### config.mk
export PLATFORM = sky130hd
export DESIGN_NAME = adaptable_sorted_priority_queue
export DESIGN_NICKNAME = d
export VERILOG_FILES = /design/src/rtl/asq_pkg.sv /design/src/rtl/adaptable_sorted_priority_queue.sv /design/src/rtl/asq_slot_ram.sv
export SDC_FILE = /design/constraint.sdc
export NUM_CORES = 1
export LEC_CHECK = 0
export BUFFER_PORTS_ARGS = -buffer_cell sky130_fd_sc_hd__buf_2
export CORE_ASPECT_RATIO = 1.75
export CORE_MARGIN = 1.5
export CORE_UTILIZATION = 33
export DETAILED_ROUTE_END_ITERATION = 6
export GPL_TIMING_DRIVEN = 0
export PLACE_DENSITY = 0.53
export SLEW_MARGIN = 5
export SYNTH_ARGS = -nofsm -noshare
export SYNTH_HDL_FRONTEND = slang
export SYNTH_SLANG_ARGS = --single-unit
### constraint.sdc
create_clock -name clk -period 5.6 [get_ports clk]
set_input_delay 0.28 -clock clk [delete_from_list [all_inputs] [get_ports clk]]
set_output_delay 0.28 -clock clk [all_outputs]
set_load 0.03 [all_outputs]
### src/rtl/asq_pkg.sv
// Shared codes and widths for the adaptable sorted priority queue.
// Depends on nothing; used by the slot RAM and the top level.
package asq_pkg;

    // Handles are 4-bit tags; at most sixteen entries can be live at once.
    localparam int TAG_W     = 4;
    localparam int TAG_COUNT = 16;
    localparam int COUNT_W   = 5;
    localparam int OUT_KEY_W = 32;

    typedef enum logic [1:0] {
        FUNC_INSERT     = 2'd0,
        FUNC_REMOVE_MIN = 2'd1,
        FUNC_REMOVE     = 2'd2,
        FUNC_REPLACE    = 2'd3
    } func_t;

    typedef enum logic [1:0] {
        STAT_OK         = 2'd0,
        STAT_EMPTY      = 2'd1,
        STAT_FULL       = 2'd2,
        STAT_BAD_HANDLE = 2'd3
    } status_t;

endpackage

### src/rtl/adaptable_sorted_priority_queue.sv
// Top level of the adaptable sorted priority queue: sequencer, tag map, outputs.
// Depends on asq_pkg and asq_slot_ram.
//
// Channel   Direction  Handshake          Fields
// command   in         start, busy        func, key, handle
// result    out        done (one cycle)   status, new_handle, min_key, count, is_empty
//
// One command at a time. Every slot visited is read, then compared and written
// back; a rejected command goes straight to the minimum read and the report.
// Reset clears the tag map and the count; the slot RAM needs no clearing. done
// is high for one cycle and cannot stall; busy is low in that cycle, so a new
// command can follow.
module adaptable_sorted_priority_queue #(
    parameter int DEPTH     = 16,
    parameter int KEY_WIDTH = 32
) (
    input  logic                                clk,
    input  logic                                rst_n,
    input  logic                                start,
    output logic                                busy,
    input  logic [1:0]                          func,
    input  logic signed [31:0]                  key,
    input  logic [asq_pkg::TAG_W-1:0]           handle,
    output logic                                done,
    output logic [1:0]                          status,
    output logic [asq_pkg::TAG_W-1:0]           new_handle,
    output logic signed [31:0]                  min_key,
    output logic [asq_pkg::COUNT_W-1:0]         count,
    output logic                                is_empty
);

    localparam int AW = $clog2(DEPTH);
    localparam int CW = $clog2(DEPTH + 1);

    typedef enum logic [3:0] {
        S_IDLE,
        S_FIND_RD,
        S_FIND_CMP,
        S_INS_GO,
        S_INS_RD,
        S_INS_CMP,
        S_INS_PUT,
        S_MIN_RD,
        S_REPORT
    } state_t;

    state_t                              state_reg;
    asq_pkg::func_t                      func_reg;
    logic signed [KEY_WIDTH-1:0]         key_reg;
    logic [asq_pkg::TAG_W-1:0]           handle_reg;
    logic [asq_pkg::TAG_W-1:0]           tag_reg;
    logic [CW-1:0]                       idx_reg;
    logic                                found_reg;
    logic [asq_pkg::COUNT_W-1:0]         count_reg;
    logic [asq_pkg::TAG_COUNT-1:0]       tag_in_use_reg;
    logic [1:0]                          status_reg;
    logic [asq_pkg::TAG_W-1:0]           new_handle_reg;
    logic signed [31:0]                  min_key_reg;
    logic                                done_reg;

    logic                                ram_wr_en;
    logic [AW-1:0]                       ram_wr_addr;
    logic [KEY_WIDTH-1:0]                ram_wr_key;
    logic [asq_pkg::TAG_W-1:0]           ram_wr_tag;
    logic                                ram_rd_en;
    logic [AW-1:0]                       ram_rd_addr;
    logic signed [KEY_WIDTH-1:0]         rd_key;
    logic [asq_pkg::TAG_W-1:0]           rd_tag;

    logic [asq_pkg::TAG_W-1:0]           free_tag;
    logic                                queue_full;
    logic [CW-1:0]                       idx_dec;
    logic [CW-1:0]                       idx_inc;
    logic                                hit;
    logic                                shift_up;
    logic signed [63:0]                  key_in_wide;
    logic signed [63:0]                  rd_key_wide;

    asq_slot_ram #(
        .DEPTH     (DEPTH),
        .KEY_WIDTH (KEY_WIDTH)
    ) u_slot_ram (
        .clk     (clk),
        .wr_en   (ram_wr_en),
        .wr_addr (ram_wr_addr),
        .wr_key  (ram_wr_key),
        .wr_tag  (ram_wr_tag),
        .rd_en   (ram_rd_en),
        .rd_addr (ram_rd_addr),
        .rd_key  (rd_key),
        .rd_tag  (rd_tag)
    );

    // Lowest free handle and the full condition.
    always_comb
    begin
        free_tag = '0;
        for (int t = asq_pkg::TAG_COUNT - 1; t >= 0; t--)
        begin
            if (!tag_in_use_reg[t])
            begin
                free_tag = asq_pkg::TAG_W'(t);
            end
        end
    end

    assign queue_full = (&tag_in_use_reg) || (32'(count_reg) >= 32'(DEPTH));

    // Scan helpers.
    assign idx_dec     = idx_reg - CW'(1);
    assign idx_inc     = idx_reg + CW'(1);
    assign hit         = !found_reg &&
                         ((func_reg == asq_pkg::FUNC_REMOVE_MIN) ? (idx_reg == '0)
                                                                  : (rd_tag == handle_reg));
    assign shift_up    = (rd_key >= key_reg);
    assign key_in_wide = 64'(key);
    assign rd_key_wide = 64'(rd_key);

    // Slot RAM access for each sequencer step.
    always_comb
    begin
        ram_wr_en   = 1'b0;
        ram_wr_addr = idx_reg[AW-1:0];
        ram_wr_key  = key_reg;
        ram_wr_tag  = tag_reg;
        ram_rd_en   = 1'b0;
        ram_rd_addr = idx_reg[AW-1:0];
        case (state_reg)
            S_FIND_RD:
            begin
                ram_rd_en = 1'b1;
            end
            S_FIND_CMP:
            begin
                // Entries behind the removed one move down by one slot.
                ram_wr_en   = found_reg;
                ram_wr_addr = idx_dec[AW-1:0];
                ram_wr_key  = rd_key;
                ram_wr_tag  = rd_tag;
            end
            S_INS_RD:
            begin
                ram_rd_en   = 1'b1;
                ram_rd_addr = idx_dec[AW-1:0];
            end
            S_INS_CMP:
            begin
                // Larger or equal entries move up; otherwise the new entry lands here.
                ram_wr_en = 1'b1;
                if (shift_up)
                begin
                    ram_wr_key = rd_key;
                    ram_wr_tag = rd_tag;
                end
            end
            S_INS_PUT:
            begin
                ram_wr_en = 1'b1;
            end
            S_MIN_RD:
            begin
                ram_rd_en   = 1'b1;
                ram_rd_addr = '0;
            end
            default:
            begin
            end
        endcase
    end

    // Sequencer with its registered outputs.
    always_ff @(posedge clk or negedge rst_n)
    begin
        if (!rst_n)
        begin
            state_reg      <= S_IDLE;
            count_reg      <= '0;
            tag_in_use_reg <= '0;
            done_reg       <= 1'b0;
            found_reg      <= 1'b0;
            idx_reg        <= '0;
            status_reg     <= asq_pkg::STAT_OK;
            new_handle_reg <= '0;
            min_key_reg    <= '0;
            func_reg       <= asq_pkg::FUNC_INSERT;
        end
        else
        begin
            case (state_reg)
                S_IDLE:
                begin
                    done_reg <= 1'b0;
                    if (start)
                    begin
                        func_reg       <= asq_pkg::func_t'(func);
                        key_reg        <= key_in_wide[KEY_WIDTH-1:0];
                        handle_reg     <= handle;
                        new_handle_reg <= '0;
                        idx_reg        <= '0;
                        found_reg      <= 1'b0;
                        case (asq_pkg::func_t'(func))
                            asq_pkg::FUNC_INSERT:
                            begin
                                if (queue_full)
                                begin
                                    status_reg <= asq_pkg::STAT_FULL;
                                    state_reg  <= S_MIN_RD;
                                end
                                else
                                begin
                                    status_reg <= asq_pkg::STAT_OK;
                                    state_reg  <= S_INS_GO;
                                end
                            end
                            asq_pkg::FUNC_REMOVE_MIN:
                            begin
                                if (count_reg == '0)
                                begin
                                    status_reg <= asq_pkg::STAT_EMPTY;
                                    state_reg  <= S_MIN_RD;
                                end
                                else
                                begin
                                    status_reg <= asq_pkg::STAT_OK;
                                    state_reg  <= S_FIND_RD;
                                end
                            end
                            default:
                            begin
                                if (!tag_in_use_reg[handle])
                                begin
                                    status_reg <= asq_pkg::STAT_BAD_HANDLE;
                                    state_reg  <= S_MIN_RD;
                                end
                                else
                                begin
                                    status_reg <= asq_pkg::STAT_OK;
                                    state_reg  <= S_FIND_RD;
                                end
                            end
                        endcase
                    end
                end
                S_FIND_RD:
                begin
                    state_reg <= S_FIND_CMP;
                end
                S_FIND_CMP:
                begin
                    if (hit)
                    begin
                        found_reg              <= 1'b1;
                        tag_in_use_reg[rd_tag] <= 1'b0;
                    end
                    idx_reg <= idx_inc;
                    if (32'(idx_inc) == 32'(count_reg))
                    begin
                        count_reg <= count_reg - asq_pkg::COUNT_W'(1);
                        if (func_reg == asq_pkg::FUNC_REPLACE)
                        begin
                            state_reg <= S_INS_GO;
                        end
                        else
                        begin
                            state_reg <= S_MIN_RD;
                        end
                    end
                    else
                    begin
                        state_reg <= S_FIND_RD;
                    end
                end
                S_INS_GO:
                begin
                    tag_reg <= free_tag;
                    idx_reg <= CW'(count_reg);
                    if (count_reg == '0)
                    begin
                        state_reg <= S_INS_PUT;
                    end
                    else
                    begin
                        state_reg <= S_INS_RD;
                    end
                end
                S_INS_RD:
                begin
                    state_reg <= S_INS_CMP;
                end
                S_INS_CMP:
                begin
                    if (shift_up)
                    begin
                        idx_reg <= idx_dec;
                        if (idx_dec == '0)
                        begin
                            state_reg <= S_INS_PUT;
                        end
                        else
                        begin
                            state_reg <= S_INS_RD;
                        end
                    end
                    else
                    begin
                        count_reg               <= count_reg + asq_pkg::COUNT_W'(1);
                        tag_in_use_reg[tag_reg] <= 1'b1;
                        new_handle_reg          <= tag_reg;
                        state_reg               <= S_MIN_RD;
                    end
                end
                S_INS_PUT:
                begin
                    count_reg               <= count_reg + asq_pkg::COUNT_W'(1);
                    tag_in_use_reg[tag_reg] <= 1'b1;
                    new_handle_reg          <= tag_reg;
                    state_reg               <= S_MIN_RD;
                end
                S_MIN_RD:
                begin
                    state_reg <= S_REPORT;
                end
                S_REPORT:
                begin
                    min_key_reg <= (count_reg == '0) ? '0 : rd_key_wide[31:0];
                    done_reg    <= 1'b1;
                    state_reg   <= S_IDLE;
                end
                default:
                begin
                    state_reg <= S_IDLE;
                end
            endcase
        end
    end

    // Result transfer and handshake outputs.
    assign busy       = (state_reg != S_IDLE);
    assign done       = done_reg;
    assign status     = status_reg;
    assign new_handle = new_handle_reg;
    assign min_key    = min_key_reg;
    assign count      = count_reg;
    assign is_empty   = (count_reg == '0);

endmodule

### src/rtl/asq_slot_ram.sv
// Single-port-write, single-port-read slot RAM holding key and tag per slot.
// Depends on asq_pkg for the tag width.
module asq_slot_ram #(
    parameter int DEPTH     = 16,
    parameter int KEY_WIDTH = 32
) (
    input  logic                         clk,
    input  logic                         wr_en,
    input  logic [$clog2(DEPTH)-1:0]     wr_addr,
    input  logic [KEY_WIDTH-1:0]         wr_key,
    input  logic [asq_pkg::TAG_W-1:0]    wr_tag,
    input  logic                         rd_en,
    input  logic [$clog2(DEPTH)-1:0]     rd_addr,
    output logic [KEY_WIDTH-1:0]         rd_key,
    output logic [asq_pkg::TAG_W-1:0]    rd_tag
);

    logic [KEY_WIDTH-1:0]      key_mem [DEPTH];
    logic [asq_pkg::TAG_W-1:0] tag_mem [DEPTH];

    // Write port.
    always_ff @(posedge clk)
    begin
        if (wr_en)
        begin
            key_mem[wr_addr] <= wr_key;
            tag_mem[wr_addr] <= wr_tag;
        end
    end

    // Registered read port.
    always_ff @(posedge clk)
    begin
        if (rd_en)
        begin
            rd_key <= key_mem[rd_addr];
            rd_tag <= tag_mem[rd_addr];
        end
    end

endmodule
After elaboration in Yosys (flattened, before gate mapping)
Memory sizes are Yosys's and may differ from the RTL's. A register that Yosys moved wholly into a read port is not among the register bits.
Cells that the tools add are included.
{ "totals": {"out_inout_bits": 46, "n_memories": 2, "in_bits": 41, "ramBits": 576, "wordCells": 144, "reg_bits": 112} }
{ "classes": {"n_mux": 64, "reduce_logical": 30, "eq_ne": 18, "order_cmp": 7, "bitwise": 3, "addsub": 4} }
{ "mem_list": {"columns": ["memory", "words", "width", "rd", "rd_clocked_by_memory_dff", "wr", "line", "source"], "rows": [
  ["u_slot_ram.key_mem", 16, 32, 1, 1, 1, "asq_slot_ram.sv:18", "logic [KEY_WIDTH-1:0] key_mem [DEPTH];"],
  ["u_slot_ram.tag_mem", 16, 4, 1, 1, 1, "asq_slot_ram.sv:19", "logic [asq_pkg::TAG_W-1:0] tag_mem [DEPTH];"]
]} }
{ "op_table": {"columns": ["operator", "n"], "rows": [
  ["$mux W32", 2],
  ["$pmux W32 S2", 1],
  ["$mux W4", 15],
  ["$pmux W16 S3", 1],
  ["$ge A32 B32 Y1", 1],
  ["$mux W16", 2],
  ["$pmux W4 S8", 1],
  ["$mux W3", 8],
  ["$pmux W4 S2", 3],
  ["$mux W5", 4],
  ["$pmux W5 S4", 1],
  ["$reduce_and A3 Y1", 6],
  ["$and A16 B16 Y16", 1],
  ["$eq A4 B3 Y1 const B", 4],
  ["$not A16 Y16", 1],
  ["$or A16 B16 Y16", 1],
  ["$reduce_and A16 Y1", 1],
  ["$logic_not A5 Y1", 3],
  ["$lt A4 B5 Y1 const B", 3],
  ["$pmux W5 S3", 1],
  ["$mux W2", 6],
  ["$pmux W4 S3", 1],
  ["$mux W1", 11],
  ["$add A5 B1 Y5 const B", 2],
  ["28 further kinds", 46]
]} }

Depth between registers and ports, before layout
{ "depth": {"word_depth": 15, "mapped_depth": 11, "mapped_depth_nobuf": 9} }

Hierarchy
A second synthesis with hierarchy kept.
{ "unflattened": {"cells_unflattened": 1598, "hier_area_um2": 29386.9} }
{ "by_module_without_submodules": {"columns": ["module", "area_per_inst_um2", "seq_area_each_um2", "cells_each", "n_inst"], "rows": [
  ["asq_slot_ram", 22679.3, 18377.6, 938, 1],
  ["adaptable_sorted_priority_queue", 6707.7, 3002.9, 660, 1]
]} }

Least setup slack after synthesis
OpenSTA, ideal clock, no wires.
{ "synth_path": {"path_kind": "flip-flop to flip-flop", "startpoint": "register state_reg[0]", "endpoint": "register u_slot_ram.rd_key[0] (read register of u_slot_ram.key_mem), enable pin", "period_less_slack_ns": 4.108, "setup_ns": 0.484, "stages_incl_launch_ff": 6, "n_path_buf": 2, "slack_ns": 1.492, "arrival_ns": 3.624, "required_ns": 5.116, "path_cell_list": "dfrtp_1 -> buf_2 -> clkbuf_1 -> nor2b_1 -> nor3_1 -> a211oi_1"} }
{ "synth_via": {"elab_chain_len": 3, "elab_cells_between_ends": 6, "cone_classes": "eq/ne: 3; mux: 2; reduce/logical: 1"} }
{ "synth_rtl": {"columns": ["item", "line", "source"], "rows": [
  ["start, declared", "adaptable_sorted_priority_queue.sv:47", "state_t state_reg;"],
  ["start signal, assigned", "adaptable_sorted_priority_queue.sv:176", "state_reg <= S_IDLE;"],
  ["start signal, assigned", "adaptable_sorted_priority_queue.sv:207", "state_reg <= S_MIN_RD;"],
  ["start signal, assigned", "adaptable_sorted_priority_queue.sv:212", "state_reg <= S_INS_GO;"],
  ["$eq A4 B3 Y1 / $eq A4 B1 Y1 (equally long branches)", "adaptable_sorted_priority_queue.sv:128", "case (state_reg)"],
  ["$reduce_or A3 Y1 (no source line) *", null, null],
  ["$mux W1 *", "adaptable_sorted_priority_queue.sv:128", null],
  ["named net ram_rd_en", "adaptable_sorted_priority_queue.sv:65", "logic ram_rd_en;"],
  ["end, declared", "asq_slot_ram.sv:14", "output logic [KEY_WIDTH-1:0] rd_key,"]
]} }
Mark *: on every way through the listed nets, which the timed path passes. The rest lies on a longest branch.
A chain may end at the register's enable or synchronous reset.

Final worst setup path
{ "layout_path": {"startpoint": "register u_slot_ram.rd_key[29] (read register of u_slot_ram.key_mem)", "endpoint": "memory u_slot_ram.key_mem[1][11] (data pin)"} }
{ "layout_via": {"elab_chain_len": 3} }
{ "layout_rtl": {"columns": ["item", "line", "source"], "rows": [
  ["$ge A32 B32 Y1", "adaptable_sorted_priority_queue.sv:115", "assign shift_up = (rd_key >= key_reg);"],
  ["$mux W32", "adaptable_sorted_priority_queue.sv:150", "if (shift_up)"],
  ["$pmux W32 S2", "adaptable_sorted_priority_queue.sv:128", null],
  ["named net ram_wr_key[11]", "adaptable_sorted_priority_queue.sv:63", "logic [KEY_WIDTH-1:0] ram_wr_key;"],
  ["end, declared", "asq_slot_ram.sv:18", null]
]} }
The timed path passes the listed nets, and every way through them passes these cells.

==> impl_results.md <==
- Run status: finished, final reports clean
- Post-synth cell types: 65
- Stages on worst setup path: 7
- Setup crit end kind: flop
- Critical Path Fanout Max: 16
- Final hold violation count: 0
- Worst-case clock buffer depth: 3
- Chip width: 228 microns
- Clock root buffer: clkbuf_16
- Share of cells above drive strength 1: 0.245
- Detailed Routing Iterations Pass 1: 5
- GR Layer Usage met1: 0.220
- Core ar.: 87,700 sq um
- Required @ worst endpoint: 5.89 ns
- CTS tree: built
- Setup Buffers After CTS: 0
- Total number of vias: 15,684
- CP Cell Sequence: ha_1 -> nand4_1 -> nor4_1 -> nand3_1 -> nand3_4 -> buf_4 -> mux2_1
- Post-synthesis cell count: 1,537
- CTS Sinks: 724
- Post-Syn Area: 29,100 sq um
- CTS H-tree depth: 3
- Critical path arrival: 5.02 ns
- GRT met3 Usage: 0.0239
- Post-synth EDFFs: approximately 650
- Prevailing post-synth register cell: edfxtp_1
- CTS Hold Buffers Added: 39
- Wire per inst: between 20 and 30 microns
- Sequential area share after synthesis: 0.734
- CP top delay family: simple AND/OR/NAND/NOR gates
- Area Growth Syn to Fin: 18.5%
- Clk slew on worst S/H paths: ~0.060 ns
- I/O pin total: 87
- Synth Area per Inst: 18.9 sq um
- Num CTS Buffers: 68
- Nets: 1,846
- Min-Delay Path Class: in -> reg
- Flops & latches, synth: 724
- Crit path buffers/inverters: 1
- Async SR Flop Fraction: 0.0994
- Resized Gates After CTS: 0
- Setup crit end: u_slot_ram.key_mem[1][11]
- Setup Skew: 0.0230 ns
- Biggest regs: u_slot_ram.key_mem: 512 flops, u_slot_ram.tag_mem: 64 flops
- Period Utilization, post-route: 0.844
- Slew HR: 0.237
- Die Height: 396 microns
- Max FFs per register: 512
- Pleak: 11.7 nW
- PortBufs: 86
- Busiest layer in global routing: met2
- GRT Total Usage: 0.180
- Fin crit period: 4.73 ns
- Total Negative Setup Slacks: 0 ns
- Biggest register: u_slot_ram.key_mem
- Vias per cell: 5.25
- Internal reg-to-reg setup slack: 0.87 ns
- DRT iter0 DRCs: between 1,500 and 2,000
- Post-DRT Antenna Nets: 0
- Worst VDD drop: 0.000267 V
- Synth warn: 0
- Final Setup Violations: 0
- CP peak stage delay: 0.99 ns
- Unrepaired setup endpoints after global routing: no
- Worst Reg-to-Reg Cells: 7
- Ant diodes: 0
- Initial core utilization: 0.332
- Initial antenna violation count: 0
- First-pass GRT wire length: 115 mm
- Slowest CP cell: nor4_1
- Final max-slew violation count: 0
- Reg2reg start: u_slot_ram.rd_key[29]
- Site row count: around 140
- Max Cap Viol: 0
- Pwr Density: 565 nW/um^2
- FMAX: 0.212 GHz
- Drc violations: 0
- Routed WL: 79.8 mm
- Worst slew pin tran: 1.14 ns
- Syn_nets: ~1,600
- Worst-skew pair later-pin latency: 0.64 ns
- Full die area: 90,100 sq um
- Vias in the first global route: 16,553
- Startpoint class of the critical path: flop
- Largest net degree at the start of global routing: 44
- Routability cong.: 0.866
- Grt ovf: 0
- FF-to-FF End: u_slot_ram.key_mem[1][11]
- Post-DP HPWL: between 50 and 60 mm
- Filler Cells Inserted: between 7,000 and 8,000
- Critical path class: reg -> reg
- Crit. Startpoint: u_slot_ram.rd_key[29]
- M2 GR Usage: 0.323
- Final Power: 19.5 mW
-- worst min-delay path, cell delays in order --
cell	delay [ns]
buf_2	0.11
nor4_1	0.06
a311oi_1	0.23
-- cells by family (layout without fill, tap and decap cells) --
| kind of cell | Yosys count | in the layout | share of synthesized area |
|---|---|---|---|
| flip-flops | 724 | 724 | 0.734 |
| AO/OA/AOI/OAI | 238 | 238 | 0.0586 |
| XOR/XNOR | 20 | 20 | 0.00601 |
| AND/OR/NAND/NOR | 198 | 198 | 0.0323 |
| multiplexers | 193 | 193 | 0.132 |
| adder cells (fa/ha/maj) | 41 | 41 | 0.0179 |
| buffers and inverters | 123 | 404 | 0.0195 |
-- report_power, final --
part | switching [mW] | internal (mW)
logic | 4.36 | 2.75
clock network | 2.04 | 2.63
registers | 0.472 | 7.24
total | 6.87 | 12.6
-- area by class of cell --
cell class	instances	area [sq um]	area share
flip-flops and latches	724	21400	0.619
multi-input cells	690	7320	0.212
clock buffers	96	1910	0.0552
repair buffers	157	1580	0.0457
well taps	1168	1460	0.0423
plain buffers	68	360	0.0104
clock inverters	28	307	0.00888
inverters	55	206	0.00598
-- per-stage QoR --
stage | instances | setup WS [ns] | hold WS, ns | utilization | cell area [sq um]
6_report | 2986 | 0.873 | 0.119 | 0.393 | 34500
5_1_grt | 2986 | 0.697 | 0.138 | 0.393 | 34500
4_1_cts | 2986 | 0.774 | 0.0827 | 0.393 | 34500
3_5_place_dp | 2823 | 0.813 | 0.332 | 0.364 | 31900
3_3_place_gp | 2791 | -2.75 | 0.453 | 0.353 | 31000
2_1_floorplan | 1537 | 1.49 | -0.0156 | - | 29100
-- synth_stat cells (2+ instances only) --
cell type	count	share of area
ha_1	40	0.017
a21oi_1	23	0.0040
a31o_2	3	0.00090
nor3_1	12	0.0021
clkbuf_1	24	0.0031
a31oi_1	4	0.00086
a221oi_1	4	0.0012
nand4_1	13	0.0028
mux4_2	148	0.11
dfrtp_1	72	0.062
xnor2_1	12	0.0036
o41ai_1	2	0.00060
buf_2	24	0.0041
o211ai_1	3	0.00077
nand2b_1	8	0.0017
mux2_2	11	0.0043
nor2b_1	5	0.0011
a22oi_1	77	0.020
a21boi_0	3	0.00077
buf_6	7	0.0027
nor2_1	45	0.0058
nor3_2	2	0.00069
nand2_1	76	0.0098
a211o_1	2	0.00060
nor2_2	2	0.00043
buf_4	6	0.0015
o21ai_0	33	0.0057
o221ai_1	3	0.00090
o2bb2ai_1	4	0.0012
or3_1	2	0.00043
buf_1	7	0.00090
nand3_1	14	0.0024
nand3b_1	2	0.00052
nor4_1	8	0.0017
o21a_1	3	0.00077
a211oi_1	5	0.0013
o31ai_1	13	0.0034
a21o_1	8	0.0021
edfxtp_1	652	0.67
a22o_1	32	0.0096
inv_1	53	0.0068
mux2i_1	4	0.0014
xor2_1	8	0.0024
mux2_1	30	0.012
o21ai_1	8	0.0014
-- layout by cell type, fill, tap and decap left out, types with 8 or more instances in the layout --
master	synthesis	layout
buf_12	0	15
o31ai_1	13	13
nand2_1	76	76
mux4_2	148	148
mux2_1	30	30
clkbuf_16	0	70
nor4_1	8	8
xor2_1	8	8
a22oi_1	77	77
nor2_4	0	17
dlygate4sd3_1	0	39
o21ai_0	33	32
a21oi_1	23	23
nand2b_1	8	8
a21o_1	8	8
xnor2_1	12	12
inv_1	53	53
nand4_1	13	13
o21ai_1	8	9
nor3_1	12	12
a22o_1	32	32
buf_2	24	109
mux2_2	11	11
clkbuf_1	24	43
dfrtp_1	72	72
clkinv_2	0	9
ha_1	40	40
buf_16	0	16
nand3_1	14	14
nor2_1	45	28
edfxtp_1	652	652
-- worst min path at each step --
stage | from | to | slack, ns | cells past startpoint
3_5_place_dp | rst_n | count[2] | 0.33 | 1
3_3_place_gp | status[1] | status[1] | 0.45 | 1
5_1_grt | start | state_reg[2] | 0.14 | 3
2_1_floorplan | rst_n | count[0] | -0.02 | 0
4_1_cts | start | state_reg[2] | 0.08 | 3
6_report | start | state_reg[2] | 0.12 | 3
-- routing by layer --
layer | vias up | wire [microns]
li1 | 6713 | -
met1 | 8338 | 31400
met2 | 508 | 42400
met3 | 125 | 3630
met4 | 0 | 2390
met5 | - | 0
(Power assumes the default switching activity.)
